`config.mk`:
```
export PLATFORM = sky130hd
export DESIGN_NAME = plit_ctrl
export DESIGN_NICKNAME = d
export VERILOG_FILES = /design/src/sv/plit_pkg.sv /design/src/sv/plit_ctrl.sv
export SDC_FILE = /design/constraint.sdc
export NUM_CORES = 1
export LEC_CHECK = 0
export BUFFER_PORTS_ARGS = -buffer_cell sky130_fd_sc_hd__clkbuf_2
export CAP_MARGIN = 30
export CORE_AREA = 5 5 42 44
export CTS_CLUSTER_SIZE = 10
export DETAILED_ROUTE_END_ITERATION = 6
export DIE_AREA = 0 0 47 49
export PLACE_DENSITY = 0.68
export SLEW_MARGIN = 40
export SYNTH_ARGS = -nofsm -noshare
export SYNTH_HDL_FRONTEND = slang
export SYNTH_SLANG_ARGS = --single-unit
```
`constraint.sdc`:
```
create_clock -name clk -period 0.9 [get_ports clk]
set_input_delay 0.045 -clock clk [delete_from_list [all_inputs] [get_ports clk]]
set_output_delay 0.045 -clock clk [all_outputs]
set_load 0.05 [all_outputs]
```
`src/sv/plit_pkg.sv`:
```
// Package for the piecewise-linear table interpolation core.
// Holds the word types, codes, controller states and the command and status bundles.
// No dependencies.
package plit_pkg;

    localparam int PLIT_TABLE_DEPTH    = 256;
    localparam int PLIT_FRACTION_BITS  = 16;
    localparam int PLIT_VALUE_W        = 24;
    localparam int PLIT_INDEX_W        = 8;
    localparam int PLIT_COUNT_W        = 9;

    localparam logic       REQ_WRITE    = 1'b0;
    localparam logic       REQ_QUERY    = 1'b1;

    localparam logic [1:0] RANGE_INSIDE = 2'd0;
    localparam logic [1:0] RANGE_BELOW  = 2'd1;
    localparam logic [1:0] RANGE_ABOVE  = 2'd2;

    typedef struct packed {
        logic                      req_type;
        logic [PLIT_INDEX_W-1:0]   entry_index;
        logic [PLIT_VALUE_W-1:0]   radius_value;
        logic [PLIT_VALUE_W-1:0]   density_value;
    } plit_req_t;

    typedef struct packed {
        logic [PLIT_VALUE_W-1:0]   density_out;
        logic [1:0]                range_flag;
    } plit_rsp_t;

    typedef enum logic [2:0] {
        S_IDLE,
        S_WRITE,
        S_CHK_LAST,
        S_SCAN,
        S_LOWER,
        S_DIV,
        S_MUL_LO,
        S_MUL_HI
    } plit_state_t;

    typedef enum logic [1:0] {
        ADDR_LAST,
        ADDR_ZERO,
        ADDR_NEXT,
        ADDR_PREV
    } plit_addr_sel_t;

    typedef enum logic [1:0] {
        RES_ABOVE,
        RES_BELOW,
        RES_INTERP
    } plit_res_sel_t;

    typedef struct packed {
        logic           latch;
        logic           wr_en;
        logic           rd_en;
        plit_addr_sel_t addr_sel;
        logic           save_hi;
        logic           save_lo;
        logic           div_start;
        logic           mul_lo;
        logic           res_load;
        plit_res_sel_t  res_sel;
    } plit_cmd_t;

    typedef struct packed {
        logic above_last;
        logic scan_more;
        logic at_first;
        logic div_done;
    } plit_status_t;

endpackage

```
`src/sv/plit_ctrl.sv`:
```
// Controller state machine of the interpolation core.
// Sequences write, bound check, scan, divide and multiply steps over plit_datapath.
// Depends on plit_pkg.
module plit_ctrl (
    input  logic                   clk,
    input  logic                   rst_n,
    input  logic                   start,
    input  logic                   req_type,
    input  plit_pkg::plit_status_t status,
    output plit_pkg::plit_cmd_t    cmd,
    output logic                   busy,
    output logic                   done
);
    import plit_pkg::*;

    plit_state_t state_reg;
    plit_state_t state_next;
    logic        done_reg;
    logic        done_next;

    always_ff @(posedge clk or negedge rst_n)
    begin
        if (!rst_n)
        begin
            state_reg <= S_IDLE;
            done_reg  <= 1'b0;
        end
        else
        begin
            state_reg <= state_next;
            done_reg  <= done_next;
        end
    end

    always_comb
    begin
        state_next    = state_reg;
        done_next     = 1'b0;
        cmd           = '0;
        cmd.addr_sel  = ADDR_LAST;
        cmd.res_sel   = RES_INTERP;
        unique case (state_reg)
            S_IDLE:
            begin
                if (start)
                begin
                    cmd.latch = 1'b1;
                    if (req_type == REQ_WRITE)
                    begin
                        state_next = S_WRITE;
                    end
                    else
                    begin
                        cmd.rd_en  = 1'b1;
                        state_next = S_CHK_LAST;
                    end
                end
            end
            S_WRITE:
            begin
                cmd.wr_en  = 1'b1;
                state_next = S_IDLE;
            end
            S_CHK_LAST:
            begin
                if (status.above_last)
                begin
                    cmd.res_load = 1'b1;
                    cmd.res_sel  = RES_ABOVE;
                    done_next    = 1'b1;
                    state_next   = S_IDLE;
                end
                else
                begin
                    cmd.rd_en    = 1'b1;
                    cmd.addr_sel = ADDR_ZERO;
                    state_next   = S_SCAN;
                end
            end
            S_SCAN:
            begin
                if (status.scan_more)
                begin
                    cmd.rd_en    = 1'b1;
                    cmd.addr_sel = ADDR_NEXT;
                end
                else if (status.at_first)
                begin
                    cmd.res_load = 1'b1;
                    cmd.res_sel  = RES_BELOW;
                    done_next    = 1'b1;
                    state_next   = S_IDLE;
                end
                else
                begin
                    cmd.save_hi  = 1'b1;
                    cmd.rd_en    = 1'b1;
                    cmd.addr_sel = ADDR_PREV;
                    state_next   = S_LOWER;
                end
            end
            S_LOWER:
            begin
                cmd.save_lo   = 1'b1;
                cmd.div_start = 1'b1;
                state_next    = S_DIV;
            end
            S_DIV:
            begin
                if (status.div_done)
                begin
                    state_next = S_MUL_LO;
                end
            end
            S_MUL_LO:
            begin
                cmd.mul_lo = 1'b1;
                state_next = S_MUL_HI;
            end
            S_MUL_HI:
            begin
                cmd.res_load = 1'b1;
                cmd.res_sel  = RES_INTERP;
                done_next    = 1'b1;
                state_next   = S_IDLE;
            end
            default:
            begin
                state_next = S_IDLE;
            end
        endcase
    end

    assign busy = state_reg != S_IDLE;
    assign done = done_reg;

endmodule

```
# Word level (Yosys, flattened, before mapping)

Index checks and enable logic that the tools add are counted.

Multiplexer cells: 29
Reductions and logical operators: 4
Eq/ne operators: 10

Operator list:

| operator                                      | number |
|---|---|
| two-way mux 3 bit                             | 9 |
| one-hot mux 3 bit (7 select lines)            | 1 |
| == test 3 bit, second input constant          | 4 |
| two-way mux 1 bit                             | 11 |
| one-hot mux 3 bit (3 select lines)            | 1 |
| == test 3 x 2 -> 1 bit, second input constant | 2 |
| two-way mux 2 bit                             | 3 |
| inequality test 2 bit, second input constant  | 3 |
| one-hot mux 1 bit (3 select lines)            | 2 |
| two-way mux 4 bit                             | 1 |
| one-hot mux 2 bit (2 select lines)            | 1 |
| == test 3 x 1 -> 1 bit, second input constant | 1 |
| logical NOT 3 bit                             | 1 |
| AND reduction 3 bit                           | 1 |
| nonzero test 3 bit                            | 1 |
| OR reduction 2 bit                            | 1 |

Logic and storage cells: 45
Flip-flop bits (word level): 4
Output and inout port bits: 14

# Logic depth before layout (Yosys ltp)

Gate-level depths: netlist of run 1.

Depth in word-level cells: 3
Gate-level depth with buffers: 4
Mapped depth without buffers: 3

# Least setup slack after synthesis of run 1

OpenSTA, ideal clock, no wires.

Kind: register -> output
From: reg state_reg[0]
To: out cmd[10] (netlist bit)
Buffers on the path: 1
Path slack: -0.854 ns
Arrival time: 1.709 ns
Stages on the path, launching flop included: 3
Cell sequence: dfrtp_1 -> buf_6 -> nor3b_1

RTL lines:

| item                   | line            | text |
|---|---|---|
| from (decl)            | plit_ctrl.sv:16 | `plit_state_t state_reg;` |
| from (signal assigned) | plit_ctrl.sv:30 | `state_reg <= state_next;` |
| to (decl)              | plit_ctrl.sv:10 | `output plit_pkg::plit_cmd_t cmd,` |

==> run summary, run 1 <==
syn avg cell area = 8.21 um^2
Total Power = 3.61 mW
clock period minus worst slack = 1.43 ns
number of warnings issued by yosys = 0
total track usage = 0.133
wire length per cell = 14.8 um
Seq/Total Area, Yosys = 0.265
initial antenna violation count = 0
Worst Setup End Kind = output port
maximum vdd drop = 0.00195 V
DP Worst Slack = -0.350 ns
flip-flop count of the largest register after layout = 3
TritonRoute pass-1 iters = 3
H-tree depth = 1
DP Cell Count = 91
Post-Synth XOR/XNOR Area = 0
Syn Inst Count = 46
post-synthesis mux area share = 0
TritonCTS Buffers = 3
fin. max-slew vios = 0
drt drc = 0
GPL Wtd Cong = 0.830
largest family of logic cells by synthesized area = simple AND/OR/NAND/NOR gates
Initial DRC Count = 10
post-layout worst setup margin = -0.526 ns
Cell Pwr Density = 3690 nW/um^2
post-route ant nets = 0
Total Wirelength = 1490 um
Post-Layout Cell Count = 101
DR vias/cell = 4.94
Pleak = 0.451 nW
Hold Vio Cnt, Final = 0
fillcell total = 111
largest net degree at the start of global routing = 9
Std-Cell Rows = 14
status = finished with violations
clock tree sinks = 4
Max-cap violations = 0
I/O Pins = 22
clock tree buffer depth = 2
die width = 47 um
Slew @ Worst Pin = 0.222 ns
crit path max fanout = 4
Final nets = 95
RSZ-0062 raised after global routing = true
gr ovfl total = 0
part of the cycle the worst path needs = 1.58
register bit total from synthesis = 4
Initial Utilization = 0.270
Vert. Die Dim = 49 um
vias = 499
Die ar. = 2300 um^2
worst-skew pair later-pin latency = 0.24 ns
simple-gate portion of the synthesized area = 0.371
syn_nets = 54
Setup TNS = -6.87 ns
CTS tree = done
Hold Worst Slack = 0.151 ns
CTS root buf = clkbuf_4
min-delay worst type = primary input to flop
vias in the first global route = 541
CP startpoint kind = flop
area share of fa/ha/maj cells after synthesis = 0
skew final = 0.00593 ns
maximum clock rate = 701 MHz
Worst Path Required = 0.85 ns
Compound-Gate Fraction of Synth Area = 0.215
# diodes = 0
Slew Limit Headroom = 0.851
commonest non-fill, non-tap cell in the layout = buf_6
failing checks = setup timing
share of cells above drive strength 1 = 0.812
WS Path Type = flop to output port
core area = 1400 um^2
Cell Area, Synth = 378 um^2
Netlist cell types = 25
synthesis-to-layout area growth = 158%
first-pass GRT wire length = 2210 um
Final setup viols = 17
clock transition at the registers of the reported paths = 0.03 ns
most frequent cells in the layout = 10 x buf_6, 9 x buf_4, 8 x buf_8
port bufs = 21
hpwl dp = 1030 um
Arrival @ worst endpoint = 1.38 ns
-- cell usage after synthesis (all sizes together) --
library cell / number / area [um^2]
buf: 5 / 45.0
nor2: 5 / 21.3
dfrtp: 4 / 100
o21ai: 4 / 20.0
a21oi: 3 / 15.0
inv: 3 / 11.3
nand2: 3 / 11.3
a31oi: 2 / 12.5
and2: 2 / 12.5
nand2b: 2 / 12.5
nand3: 2 / 10.0
nor3: 2 / 21.3
nor3b: 2 / 20.0
a32oi: 1 / 8.76
and2b: 1 / 7.51
and3b: 1 / 10.0
nand3b: 1 / 7.51
nor2b: 1 / 6.26
o211a: 1 / 10.0
o221ai: 1 / 15.0
-- cell type report --
class	count	area, um^2	share of cell area
Multi-Input combinational cell	34	362	0.371
Timing Repair Buffer	41	458	0.469
Clock buffer	3	22.5	0.0231
Inverter	3	11.3	0.0115
Sequential cell	4	103	0.105
Tap cell	16	20.0	0.0205
-- cells by family after synthesis --
family / after synthesis
compound gates: 12
flops: 4
buf+inv: 8
simple gates: 22
-- per-stage QoR --
step / util / instance area (um^2)
3_3_place_gp: 0.498 / 698
5_1_grt: 0.696 / 976
4_1_cts: 0.621 / 871
2_1_floorplan: - / 468
3_5_place_dp: 0.498 / 698
6_report: 0.696 / 976
-- where the power goes --
part           leakage (nW)  internal (mW)  switching (mW)
sequential           0.0486          0.266           0.116
clock                0.0138          0.150          0.0805
combinational         0.389           1.42            1.57
-- worst max-delay path, cell delays in order (launching register included) --
cell	delay, ns
dfrtp_2	0.43
nand3b_1	0.18
o21ai_4	0.09
o211a_1	0.28
buf_8	0.17
-- worst paths after layout --
kind	slack (ns)	startpoint	endpoint	cells after the start
worst max-delay path	-0.53	state_reg[0]	cmd[2]	4
worst min-delay path	0.15	status[0]	state_reg[0]	4
worst max register to register	-0.33	state_reg[0]	state_reg[1]	5
worst min register to register	0.74	state_reg[2]	state_reg[2]	2
max in group asynchronous	0.58	rst_n	state_reg[0]	2
min in group asynchronous	0.17	rst_n	done	2
-- repair_timing --
action / CTS / global route
endpoints found under the hold margin: 4 / 0
pin swaps: 5 / 9
endpoints found under the setup margin: 18 / 17
resized for setup: 29 / 26
hold buffers: 1 / 0
setup buffers: 3 / 5
-- metal layers --
metal | wire, um | vias up | track usage
met4 | 31 | 0 | 0.0691
met2 | 886 | 18 | 0.235
li1 | - | 237 | -
met3 | 109 | 5 | 0.0480
met5 | 0 | - | 0
met1 | 465 | 239 | 0.126
Power figures use the tool's default switching activity.
==> run 2, diff against run 1 <==
--- a/config.mk
+++ b/config.mk
@@ -5,7 +5,7 @@
 export SDC_FILE = /design/constraint.sdc
 export NUM_CORES = 1
 export LEC_CHECK = 0
-export BUFFER_PORTS_ARGS = -buffer_cell sky130_fd_sc_hd__clkbuf_2
+export BUFFER_PORTS_ARGS = -buffer_cell sky130_fd_sc_hd__buf_4
 export CAP_MARGIN = 30
 export CORE_AREA = 5 5 42 44
 export CTS_CLUSTER_SIZE = 10
==> run 2 against run 1 <==
The run still ends with setup timing left. First-iteration DRC count decreased by 90%. Maximum frequency down 0.16%. Non-clock buffer count is 8 higher. Largest cell class unchanged. Global-route usage fell by 0.28 points. Die area unchanged. Sequential power shrank 12%.
==> run summary, run 2 (synthesis results as in run 1) <==
Initial Utilization = 0.270 (unchanged)
largest net degree at the start of global routing = 7 (-2)
sequential share of power = 0.091 (-0.015)
first-pass GRT wire length = 2280 um (+3.4%)
part of the cycle the worst path needs = 1.59 (+0.00248)
Internal = 1.90 mW (+3.2%)
CP Buf/Inv Count = 2 (+1)
Slew Limit Headroom = 0.858 (+0.00663)
clock tree buffer depth = 2 (unchanged)
CP delay by family, top = simple AND/OR/NAND/NOR gates
die width = 47 um (unchanged)
met2 routed WL = 833 um (-6.0%)
Std-Cell Rows = 14 (unchanged)
CTS root buf = clkbuf_4
failing checks = setup timing
CTS tree = done
Final setup viols = 17 (unchanged)
total track usage = 0.131 (-0.00282)
Clock power frac = 0.057 (-0.007)
maximum vdd drop = 0.00179 V (-8.2%)
Pleak = 0.481 nW (+6.6%)
crit path max fanout = 3 (-1)
vias = 529 (+6.0%)
port bufs = 21 (unchanged)
flip-flop count of the largest register after layout = 3 (unchanged)
DP Worst Slack = -0.308 ns (+0.0417 ns)
RSZ-0062 raised after global routing = true
TritonCTS Buffers = 3 (unchanged)
Max Used Layer = met4
most frequent cells in the layout = 24 x buf_4, 17 x buf_6, 7 x buf_8
TritonRoute pass-1 iters = 2 (-1)
WL met1 = 530 um (+14%)
Hold Worst Slack = 0.158 ns (+0.00709 ns)
switching power = 1.79 mW (+1.5%)
H-tree depth = 1 (unchanged)
Net Sw Frac = 0.486 (-0.00407)
Total Power = 3.69 mW (+2.4%)
share of cells above drive strength 1 = 0.860 (+0.0485)
Crit-path slowest cell = dfrtp_1
Setup TNS = -6.99 ns (-0.123 ns)
vias in the first global route = 559 (+3.3%)
multi-input logic area = 382 um^2 (+5.5%)
Reg area = 101 um^2 (-1.2%)
I/O Pins = 22 (unchanged)
CP startpoint kind = flop
Cell Pwr Density = 3610 nW/um^2 (-2.4%)
status = finished with violations
DR vias/cell = 4.85 (-1.8%)
initial antenna violation count = 0 (unchanged)
gr ovfl total = 0 (unchanged)
wire length per cell = 13.5 um (-8.8%)
Arrival @ worst endpoint = 1.38 ns (about the same)
met3 wire length = 92 um (-16%)
drt drc = 0 (unchanged)
slowest stage delay, CP = 0.39 ns (-0.04 ns)
worst-skew pair later-pin latency = 0.23 ns (about the same)
fillcell total = 104 (-6.3%)
fin. max-slew vios = 0 (unchanged)
WS Path Type = flop to output port
min-delay worst type = primary input to asynchronous set/reset pin
core area = 1400 um^2 (unchanged)
post-layout worst setup margin = -0.529 ns (-0.00223 ns)
CP cell instances = buf_4 -> and2b_2 -> nand2_4 -> nor3_4 -> buf_6
Final nets = 103 (+8.4%)
Slew @ Worst Pin = 0.212 ns (-0.00990 ns)
skew final = 0.00190 ns (-0.00403 ns)
hpwl dp = 925 um (-10%)
GPL Wtd Cong = 0.746 (-10%)
Post-Layout Cell Count = 109 (+7.9%)
maximum clock rate = 700 MHz (-0.16%)
DP Cell Count = 96 (+5.5%)
commonest non-fill, non-tap cell in the layout = buf_4
Worst Path Required = 0.85 ns (about the same)
post-route ant nets = 0 (unchanged)
Worst Setup End Kind = output port
Die ar. = 2300 um^2 (unchanged)
clock tree sinks = 4 (unchanged)
Total Wirelength = 1470 um (-1.5%)
Vert. Die Dim = 49 um (unchanged)
# diodes = 0 (unchanged)
Hold Vio Cnt, Final = 0 (unchanged)
combinational share of power = 0.852 (+0.022)
Max-cap violations = 0 (unchanged)
clock transition at the registers of the reported paths = 0.04 ns (about the same)
synthesis-to-layout area growth = 171%
Initial DRC Count = 1 (-9)
clock period minus worst slack = 1.43 ns (+0.00223 ns)
run 2: changes by cell type in the layout (fill, tap and decap cells not counted), sizes merged:
| cell | before | now |
|---|---|---|
| clkbuf | 12 | 3 |
| buf | 31 | 48 |
run 2: worst register-to-register path, cell delays in order, from the launching register on:
cell,delay [ns]
dfrtp_1,0.39
buf_4,0.15
and2b_2,0.22
buf_6,0.13
a32oi_2,0.19
nand3_2,0.08
run 2: layer usage:
metal	GRT usage	up-vias
met5	0	-
met4	0.0553	0
met3	0.0185	2
met2	0.240	17
met1	0.137	252
li1	-	258
run 2: worst paths after layout:
kind	slack, ns	startpoint	depth (start not counted)	end
worst max-delay path	-0.53	state_reg[2]	5	cmd[6]
worst min-delay path	0.16	rst_n	2	state_reg[2]
worst max register to register	-0.38	state_reg[1]	5	state_reg[1]
worst min register to register	0.76	state_reg[2]	3	state_reg[2]
max in group asynchronous	0.63	rst_n	2	state_reg[0]
min in group clk	0.17	status[0]	4	state_reg[0]
run 2: what timing repair did:
action                                  in CTS  in global routing
endpoints found under the setup margin      17                 17
hold buffers                                 1                  0
gates resized for setup                     32                 20
endpoints found under the hold margin        4                  0
pin swaps                                    7                  7
buffers inserted                             7                  4
run 2: power groups by stage:
stage               Sequential (mW)  Combinational (mW)  Clock [mW]
floorplan                     0.372                1.56           0
global placement              0.317                2.22           0
detailed placement            0.320                2.24           0
CTS                           0.331                2.79       0.221
global route                  0.345                3.33       0.235
finish                        0.336                3.14       0.209
run 2: cell type report:
type | instances | area share
clock buffer | 3 | 0.0220
inverter | 3 | 0.0110
multi-input combinational | 34 | 0.373
sequential | 4 | 0.0990
tap | 16 | 0.0196
timing repair buffer | 49 | 0.476
run 2: per-stage QoR:
step	cell area, um^2	utilization
2_1_floorplan	468	-
3_3_place_gp	728	0.520
3_5_place_dp	728	0.520
4_1_cts	928	0.663
5_1_grt	1020	0.730
6_report	1020	0.730
